[config.mk]
export PLATFORM = sky130hd
export DESIGN_NAME = half_rgb_to_unorm16_top_flat
export DESIGN_NICKNAME = d
export VERILOG_FILES = /design/src/rtl/h2u_pkg.sv /design/src/rtl/h2u_stream_if.sv /design/src/rtl/h2u_lane.sv /design/src/rtl/h2u_merge.sv /design/src/rtl/half_rgb_to_unorm16_top.sv /design/src/flat_wrapper.sv
export SDC_FILE = /design/constraint.sdc
export NUM_CORES = 1
export LEC_CHECK = 0
export BUFFER_PORTS_ARGS = -buffer_cell sky130_fd_sc_hd__clkbuf_2
export CORE_ASPECT_RATIO = 1.25
export CORE_MARGIN = 4
export CORE_UTILIZATION = 50
export DETAILED_ROUTE_END_ITERATION = 6
export PLACE_DENSITY_LB_ADDON = 0.25
export SLEW_MARGIN = 10
export SYNTH_ARGS = -nofsm -noshare
export SYNTH_HDL_FRONTEND = slang
export SYNTH_SLANG_ARGS = --single-unit
[constraint.sdc]
create_clock -name clock -period 10 [get_ports clock]
set_input_delay 1 -clock clock [delete_from_list [all_inputs] [get_ports clock]]
set_output_delay 1 -clock clock [all_outputs]
set_load 0.05 [all_outputs]
[src/rtl/h2u_pkg.sv]
// h2u_pkg: widths, constants and shared types for the half-float RGB to
// unorm16 converter. No dependencies; imported by every other RTL file.
`default_nettype none

package h2u_pkg;

   localparam int HALF_W  = 16;
   localparam int UNORM_W = 16;
   localparam int EXP_W   = 5;
   localparam int FRAC_W  = 10;
   localparam int SIG_W   = FRAC_W + 1;
   localparam int PROD_W  = SIG_W + UNORM_W;    // 11 x 16 bit product
   localparam int ROUND_W = PROD_W + 1;         // room for the rounding add
   localparam int SHIFT_W = 5;

   localparam logic [UNORM_W-1:0] UNORM_MAX = 16'hFFFF;
   localparam logic [EXP_W-1:0]   EXP_SPECIAL = 5'h1F;  // inf / NaN
   localparam logic [EXP_W-1:0]   EXP_ONE     = 5'd15;  // 1.0 and up saturate
   localparam logic [EXP_W-1:0]   EXP_SUBNORM = 5'd0;
   localparam logic [SHIFT_W-1:0] SHIFT_SUBNORM = 5'd24;
   localparam logic [SHIFT_W-1:0] SHIFT_BIAS    = 5'd25;

   // How a lane builds its result after the product register
   typedef enum logic [1:0] {
      KIND_CALC = 2'd0,
      KIND_ZERO = 2'd1,
      KIND_SAT  = 2'd2
   } kind_type;

   // Pipeline control handed to the output stage
   typedef struct packed {
      logic load;
      logic valid;
   } ctrl_type;

endpackage

`default_nettype wire

[src/rtl/h2u_stream_if.sv]
// h2u_req_if / h2u_rsp_if: valid/ready channels for pixel transactions.
// Depends on h2u_pkg for the field widths.
`default_nettype none

interface h2u_req_if;
   import h2u_pkg::*;

   logic               valid;
   logic               ready;
   logic [HALF_W-1:0]  red_half;
   logic [HALF_W-1:0]  green_half;
   logic [HALF_W-1:0]  blue_half;

   modport source (output valid, output red_half, output green_half,
                   output blue_half, input ready);
   modport sink   (input valid, input red_half, input green_half,
                   input blue_half, output ready);
endinterface

interface h2u_rsp_if;
   import h2u_pkg::*;

   logic               valid;
   logic               ready;
   logic [UNORM_W-1:0] red_out;
   logic [UNORM_W-1:0] green_out;
   logic [UNORM_W-1:0] blue_out;

   modport source (output valid, output red_out, output green_out,
                   output blue_out, input ready);
   modport sink   (input valid, input red_out, input green_out,
                   input blue_out, output ready);
endinterface

`default_nettype wire

[src/rtl/h2u_lane.sv]
// h2u_lane: converts one binary16 channel word to unorm16. Registers the
// scaled significand, then rounds, shifts and clamps. Depends on h2u_pkg.
`default_nettype none

module h2u_lane (
   input  wire logic                        clock,
   input  wire logic                        enable,
   input  wire logic [h2u_pkg::HALF_W-1:0]  half_in,
   output logic      [h2u_pkg::UNORM_W-1:0] unorm_out
);
   import h2u_pkg::*;

   logic               sign;
   logic [EXP_W-1:0]   expo;
   logic [FRAC_W-1:0]  frac;
   logic [SIG_W-1:0]   sig;

   kind_type           kind_in,  kind_ff;
   logic [PROD_W-1:0]  prod_in,  prod_ff;
   logic [SHIFT_W-1:0] shift_in, shift_ff;

   logic [ROUND_W-1:0] round_sum;
   logic [ROUND_W-1:0] shifted;

   assign sign = half_in[HALF_W-1];
   assign expo = half_in[FRAC_W +: EXP_W];
   assign frac = half_in[FRAC_W-1:0];

   always_comb begin
      kind_in = KIND_CALC;
      if (expo == EXP_SPECIAL) begin
         kind_in = (frac != '0 || sign) ? KIND_ZERO : KIND_SAT;
      end else if (sign) begin
         kind_in = KIND_ZERO;
      end else if (expo >= EXP_ONE) begin
         kind_in = KIND_SAT;
      end

      if (expo == EXP_SUBNORM) begin
         sig      = {1'b0, frac};
         shift_in = SHIFT_SUBNORM;
      end else begin
         sig      = {1'b1, frac};
         shift_in = SHIFT_BIAS - expo;
      end
      prod_in = {{UNORM_W{1'b0}}, sig} * {{SIG_W{1'b0}}, UNORM_MAX};
   end

   always_ff @(posedge clock) begin
      if (enable) begin
         kind_ff  <= kind_in;
         prod_ff  <= prod_in;
         shift_ff <= shift_in;
      end
   end

   // shift is 11..24 on the arithmetic path; half the dropped weight rounds
   // ties away from zero
   assign round_sum = {1'b0, prod_ff} + (ROUND_W'(1) << (shift_ff - SHIFT_W'(1)));
   assign shifted   = round_sum >> shift_ff;

   always_comb begin
      case (kind_ff)
         KIND_ZERO: unorm_out = '0;
         KIND_SAT:  unorm_out = UNORM_MAX;
         KIND_CALC: unorm_out = (|shifted[ROUND_W-1:UNORM_W]) ? UNORM_MAX
                                                               : shifted[UNORM_W-1:0];
         default:   unorm_out = '0;
      endcase
   end

endmodule

`default_nettype wire

[src/rtl/h2u_merge.sv]
// h2u_merge: gathers the three lane results into the response register
// and drives the response channel. Depends on h2u_pkg and h2u_rsp_if.
`default_nettype none

module h2u_merge (
   input  wire logic                        clock,
   input  wire logic                        reset,
   input  wire h2u_pkg::ctrl_type           ctrl,
   input  wire logic [h2u_pkg::UNORM_W-1:0] red_lane,
   input  wire logic [h2u_pkg::UNORM_W-1:0] green_lane,
   input  wire logic [h2u_pkg::UNORM_W-1:0] blue_lane,
   h2u_rsp_if.source                        rsp_chan
);
   import h2u_pkg::*;

   logic               valid_ff;
   logic [UNORM_W-1:0] red_ff, green_ff, blue_ff;

   always_ff @(posedge clock) begin
      if (reset) begin
         valid_ff <= 1'b0;
      end else if (ctrl.load) begin
         valid_ff <= ctrl.valid;
      end
   end

   always_ff @(posedge clock) begin
      if (ctrl.load && ctrl.valid) begin
         red_ff   <= red_lane;
         green_ff <= green_lane;
         blue_ff  <= blue_lane;
      end
   end

   assign rsp_chan.valid     = valid_ff;
   assign rsp_chan.red_out   = red_ff;
   assign rsp_chan.green_out = green_ff;
   assign rsp_chan.blue_out  = blue_ff;

endmodule

`default_nettype wire

[src/rtl/half_rgb_to_unorm16_top.sv]
// half_rgb_to_unorm16_top: binary16 RGB pixel to unorm16 RGB converter.
// Depends on h2u_pkg, h2u_stream_if, h2u_lane and h2u_merge.
//
// Usage:
//   req_chan carries one pixel per transaction as three raw binary16 words;
//   rsp_chan returns the three unorm16 channels of that pixel, in order.
//   Each channel is value * 65535, rounded half away from zero, clamped to
//   0..65535; negatives, -0 and NaN give 0, +inf and values >= 1.0 give 65535.
//   Throughput is one pixel per clock unless rsp_chan stalls: three lanes
//   run in parallel, each with one 11x16 multiply registered ahead of the
//   round/shift/clamp, then the response register drives rsp_chan.
//   Two pipeline registers (lane product, response) hold up to two pixels,
//   so a new pixel is taken while a finished one waits on rsp_chan.
//   Stalls: rsp_chan.ready low holds the response; req_chan.ready drops
//   only once both registers are full.
//   Reset (synchronous, active high) empties the pipeline; req_chan.ready
//   is high in the first cycle after reset.
`default_nettype none

module half_rgb_to_unorm16_top (
   input  wire logic  clock,
   input  wire logic  reset,
   h2u_req_if.sink    req_chan,
   h2u_rsp_if.source  rsp_chan
);
   import h2u_pkg::*;

   logic               prod_valid_ff;
   logic               adv_out;
   logic               adv_lane;
   ctrl_type           merge_ctrl;
   logic [UNORM_W-1:0] red_lane, green_lane, blue_lane;

   // each stage advances when it is empty or the one after it moves
   assign adv_out  = !rsp_chan.valid || rsp_chan.ready;
   assign adv_lane = !prod_valid_ff || adv_out;
   assign req_chan.ready = adv_lane;

   always_ff @(posedge clock) begin
      if (reset) begin
         prod_valid_ff <= 1'b0;
      end else if (adv_lane) begin
         prod_valid_ff <= req_chan.valid;
      end
   end

   h2u_lane u_lane_red (
      .clock     (clock),
      .enable    (adv_lane),
      .half_in   (req_chan.red_half),
      .unorm_out (red_lane)
   );

   h2u_lane u_lane_green (
      .clock     (clock),
      .enable    (adv_lane),
      .half_in   (req_chan.green_half),
      .unorm_out (green_lane)
   );

   h2u_lane u_lane_blue (
      .clock     (clock),
      .enable    (adv_lane),
      .half_in   (req_chan.blue_half),
      .unorm_out (blue_lane)
   );

   assign merge_ctrl.load  = adv_out;
   assign merge_ctrl.valid = prod_valid_ff;

   h2u_merge u_merge (
      .clock      (clock),
      .reset      (reset),
      .ctrl       (merge_ctrl),
      .red_lane   (red_lane),
      .green_lane (green_lane),
      .blue_lane  (blue_lane),
      .rsp_chan   (rsp_chan)
   );

endmodule

`default_nettype wire

[src/flat_wrapper.sv]
// flat-port wrapper written by rule: the top's interface ports become plain ports
module half_rgb_to_unorm16_top_flat import h2u_pkg::*;
  (clock, reset, req_chan_valid, req_chan_red_half, req_chan_green_half, req_chan_blue_half, req_chan_ready, rsp_chan_valid, rsp_chan_red_out, rsp_chan_green_out, rsp_chan_blue_out, rsp_chan_ready);
  h2u_req_if req_chan_i ();
  h2u_rsp_if rsp_chan_i ();
  input  wire logic clock;
  input  wire logic reset;
  input wire logic [$bits(req_chan_i.valid)-1:0] req_chan_valid;
  input wire logic [$bits(req_chan_i.red_half)-1:0] req_chan_red_half;
  input wire logic [$bits(req_chan_i.green_half)-1:0] req_chan_green_half;
  input wire logic [$bits(req_chan_i.blue_half)-1:0] req_chan_blue_half;
  output wire logic [$bits(req_chan_i.ready)-1:0] req_chan_ready;
  output wire logic [$bits(rsp_chan_i.valid)-1:0] rsp_chan_valid;
  output wire logic [$bits(rsp_chan_i.red_out)-1:0] rsp_chan_red_out;
  output wire logic [$bits(rsp_chan_i.green_out)-1:0] rsp_chan_green_out;
  output wire logic [$bits(rsp_chan_i.blue_out)-1:0] rsp_chan_blue_out;
  input wire logic [$bits(rsp_chan_i.ready)-1:0] rsp_chan_ready;
  assign req_chan_i.valid = req_chan_valid;
  assign req_chan_i.red_half = req_chan_red_half;
  assign req_chan_i.green_half = req_chan_green_half;
  assign req_chan_i.blue_half = req_chan_blue_half;
  assign req_chan_ready = req_chan_i.ready;
  assign rsp_chan_valid = rsp_chan_i.valid;
  assign rsp_chan_red_out = rsp_chan_i.red_out;
  assign rsp_chan_green_out = rsp_chan_i.green_out;
  assign rsp_chan_blue_out = rsp_chan_i.blue_out;
  assign rsp_chan_i.ready = rsp_chan_ready;
  half_rgb_to_unorm16_top u_core (.clock(clock), .reset(reset), .req_chan(req_chan_i), .rsp_chan(rsp_chan_i));
endmodule
==> impl_metrics.tcl <==
set metrics [dict create \
    status "finished clean" \
    p_sw_mw 4.95 \
    cts-root-buf "clkbuf_16" \
    numCtsBuffers 17 \
    cts_htree_levels 4 \
    r2r_slack_ns 3.53 \
    drive_gt1_share_pct 8.93 \
    dpl.hpwl_um 56000 \
    seq_area_frac_synth_pct 18.5 \
    grt_max_degree 58 \
    synthDistinctLibCells 106 \
    gp_congestion 0.962 \
    fin_crit_sh_pct 73.5 \
    rows 90 \
    layout.nets 3321 \
    coreArea_mm2 0.0484 \
    setup_tns_ns 0 \
    synth-main-ff-cell "edfxtp_1" \
    period_minus_slack_ns 7.35 \
    hold_viol 0 \
    holdWs_ns 0.560 \
    hold_depth 2 \
    power_frac_clock_pct 6.7 \
    critPathLaunchType "input pin" \
    worstPathRequired_ns 10.22 \
    grt_pass1_wl_um 110000 \
    drc 0 \
    fp.dieW_um 206 \
    hp-class "register to register" \
    antenna_found_initial 0 \
    setup_viol_count_final 0 \
    p_seq_share_pct 14.1 \
    synth.cell_area_mm2 0.0245 \
    wl_met2_um 35200 \
    place_inst 3444 \
    synth_warnings 0 \
    drt_wl_total_um 68500 \
    wl_per_cell_um 19.7 \
    grt_usage_pct 25.8 \
    maxUsedRoutingLayer "met4" \
    power.internal_mw 5.04 \
    reg2reg_depth 17 \
    ys_ff_latch 152 \
    firstDrtPassIters 5 \
    synth_fp_nets 3285 \
    worstPathMaxFanout 5 \
    worstMarginPinSlew_ns 0.952 \
    clk_path_buf_depth 2 \
    clock-sinks 152 \
    wl_met1_um 27800 \
    r2r-start "u_core.u_lane_red.shift_ff[0]$_SDFFCE_PP0P_" \
    drt-vias-per-instance 6.11 \
    endpoint "u_core.u_lane_blue.prod_ff[25]$_DFFE_PP_" \
    cts_tree "done" \
    die_area_mm2 0.0526 \
    num_antenna_cells 0 \
    cts-hold-fix-buffers 0 \
    drtIter0Drc 1418 \
    fmax_mhz 136 \
    end_kind "register" \
    stdcell_count 3476 \
    grt_pass1_vias 21320 \
    io_buffers 101 \
    wl_met3_um 2890 \
    ys_async_sr_fraction_pct 0 \
    ant_nets 0 \
    relSlewSlack_pct 36.0 \
    drv_slew 0 \
    synth-edff-count 150 \
    swShare_pct 49.5 \
    syn_inst 2783 \
    powerDensity_mw_per_mm2 381 \
    comb_power_share_pct 79.3 \
    area.growth.synth_to_final_pct 6.84 \
    clock_skew_ns 0.0182 \
    crit_type "input pin to register" \
    cts.repair.resized 0 \
    ir_drop_mv 0.353 \
    power_mw 9.99 \
    insertion_delay_ns 0.47 \
    start_util_pct 50.6 \
    avgSynthCellArea_um2 8.81 \
    die_h_um 256 \
    setup.worst_path.start "req_chan_blue_half[11]" \
    p_leak_nw 11.8 \
    r2r_end "u_core.u_merge.rsp_chan.red_out[14]$_DFFE_PP_" \
    io_pins 102 \
    cts_setup_buffers 0 \
    grt_setup_unrepaired "false" \
    grt_overflow 0 \
    cp.arrival_ns 7.57 \
    drv_cap 0 \
    clkTransAtPathRegs_ns 0.07 \
    num_vias 21243 \
]
-- metrics by stage --
stage / util (%) / instance area, um^2 / worst slack, ns
global placement: 52.8 / 25600 / 2.36
CTS: 54.0 / 26200 / 2.67
global route: 54.1 / 26200 / 2.26
floorplan: - / 24500 / 3.26
finish: 54.1 / 26200 / 2.65
detailed placement: 52.8 / 25600 / 2.16
-- registers in the layout, indices dropped and copies added, names as in the netlist --
name / count
u_core.u_lane_blue.prod_ff: 27
u_core.u_lane_green.prod_ff: 27
u_core.u_lane_red.prod_ff: 27
u_core.u_merge.rsp_chan.blue_out: 16
u_core.u_merge.rsp_chan.green_out: 16
u_core.u_merge.rsp_chan.red_out: 16
u_core.u_lane_blue.shift_ff: 5
u_core.u_lane_green.shift_ff: 5
u_core.u_lane_red.shift_ff: 5
u_core.u_lane_blue.kind_ff: 2
u_core.u_lane_green.kind_ff: 2
u_core.u_lane_red.kind_ff: 2
u_core.prod_valid_ff: 1
u_core.u_merge.rsp_chan.valid: 1
-- layout by cell type (no fill, tap or decap), types with 24 or more instances in the layout --
cell,instances
xor2_1,38
nand2_1,195
buf_4,24
nor2b_1,25
edfxtp_1,150
o211ai_1,43
nand4_1,25
nand2b_1,24
mux2i_1,78
a21oi_1,160
a31oi_1,46
nand3_1,53
ha_1,285
xnor2_1,89
a21o_1,40
o21ai_0,97
and3_1,27
and2_1,37
nor2_1,270
nor3_1,71
inv_1,292
fa_1,165
a211oi_1,50
clkbuf_2,101
-- power by group through the flow --
stage	registers [mW]	logic, mW	clock network (mW)
2_1_floorplan	1.45	6.16	0
3_3_place_gp	1.41	7.54	0
3_5_place_dp	1.42	7.78	0
4_1_cts	1.41	7.84	0.678
5_1_grt	1.43	8.90	0.707
6_report	1.40	7.92	0.666
-- worst min-delay path by stage --
| stage | start | endpoint | slack (ns) |
|---|---|---|---|
| final | u_core.prod_valid_ff$_SDFFE_PP0P_ | u_core.u_merge.rsp_chan.valid$_SDFFE_PP0N_ | 0.56 |
| after global placement | u_core.prod_valid_ff$_SDFFE_PP0P_ | u_core.u_merge.rsp_chan.valid$_SDFFE_PP0N_ | 0.53 |
| after floorplan | u_core.prod_valid_ff$_SDFFE_PP0P_ | u_core.u_merge.rsp_chan.valid$_SDFFE_PP0N_ | 0.48 |
| after global routing | u_core.prod_valid_ff$_SDFFE_PP0P_ | u_core.u_merge.rsp_chan.valid$_SDFFE_PP0N_ | 0.58 |
| after detailed placement | u_core.prod_valid_ff$_SDFFE_PP0P_ | u_core.u_merge.rsp_chan.valid$_SDFFE_PP0N_ | 0.55 |
| after CTS | u_core.prod_valid_ff$_SDFFE_PP0P_ | u_core.u_merge.rsp_chan.valid$_SDFFE_PP0N_ | 0.56 |
-- critical path: stages --
cell	delay (ns)
clkbuf_2	0.12
inv_1	0.08
nand2_1	0.06
or4_1	0.59
inv_1	0.28
fa_1	0.29
inv_1	0.15
fa_1	0.56
inv_1	0.16
fa_1	0.61
inv_1	0.12
fa_1	0.57
inv_1	0.07
fa_1	0.49
inv_1	0.04
ha_1	0.22
or3_1	0.34
o31ai_1	0.46
o21ai_0	0.26
o41ai_1	0.63
o211ai_1	0.16
a21oi_1	0.21
xnor2_1	0.07
-- layer usage --
layer / track usage, % / up-vias
met1: 31.3 / 10265
met3: 3.05 / 157
met2: 46.3 / 618
li1: - / 10203
met4: 10.3 / 0
met5: 0 / -
-- final cells by class --
| type | instances | area [um^2] |
|---|---|---|
| fill | 4482 | 22200 |
| multi-input combinational | 2227 | 18400 |
| sequential | 152 | 4540 |
| inverter | 296 | 1110 |
| tap | 644 | 806 |
| timing repair buffer | 125 | 686 |
| clock buffer | 17 | 425 |
| clock inverter | 15 | 166 |
-- cells in the mapped netlist, drive strengths merged, types with 9 or more instances --
library cell,count,area share [%]
o21a,22,0.67
nand2b,24,0.61
a31oi,46,1.2
a211o,10,0.36
or4,13,0.40
buf,33,0.62
a311oi,10,0.38
o211ai,49,1.6
nor2b,26,0.66
mux2i,78,3.2
nor4,13,0.33
and3,27,0.69
edfxtp,150,18
inv,293,4.5
a2111oi,14,0.51
mux4,21,1.9
ha,285,15
a21oi,161,3.3
nor3,72,1.5
xor2,38,1.4
o31a,9,0.32
nand3,57,1.2
or3,21,0.54
a221oi,11,0.54
o21bai,17,0.52
o31ai,21,0.82
fa,165,13
nor2,271,4.2
a21o,40,1.2
or2,18,0.46
o21ai,111,2.3
xnor2,89,3.2
nand4,25,0.64
mux2,20,0.93
and2,37,0.94
o41ai,9,0.32
nand2,196,3.0
a21boi,12,0.38
a22oi,10,0.33
clkbuf,75,1.1
a211oi,51,1.6
-- cell families (layout without fill, tap and decap cells) --
| kind of cell | count (synthesis) | count (layout) | synth area share, % |
|---|---|---|---|
| flip-flops | 152 | 152 | 18.5 |
| adder cells (fa/ha/maj) | 450 | 450 | 28.0 |
| XOR/XNOR | 127 | 127 | 4.54 |
| multiplexers | 119 | 119 | 6.05 |
| AND/OR/NAND/NOR | 814 | 814 | 15.7 |
| AO/OA/AOI/OAI | 717 | 717 | 20.8 |
| buffers and inverters | 404 | 453 | 6.30 |
(Power assumes the default switching activity.)
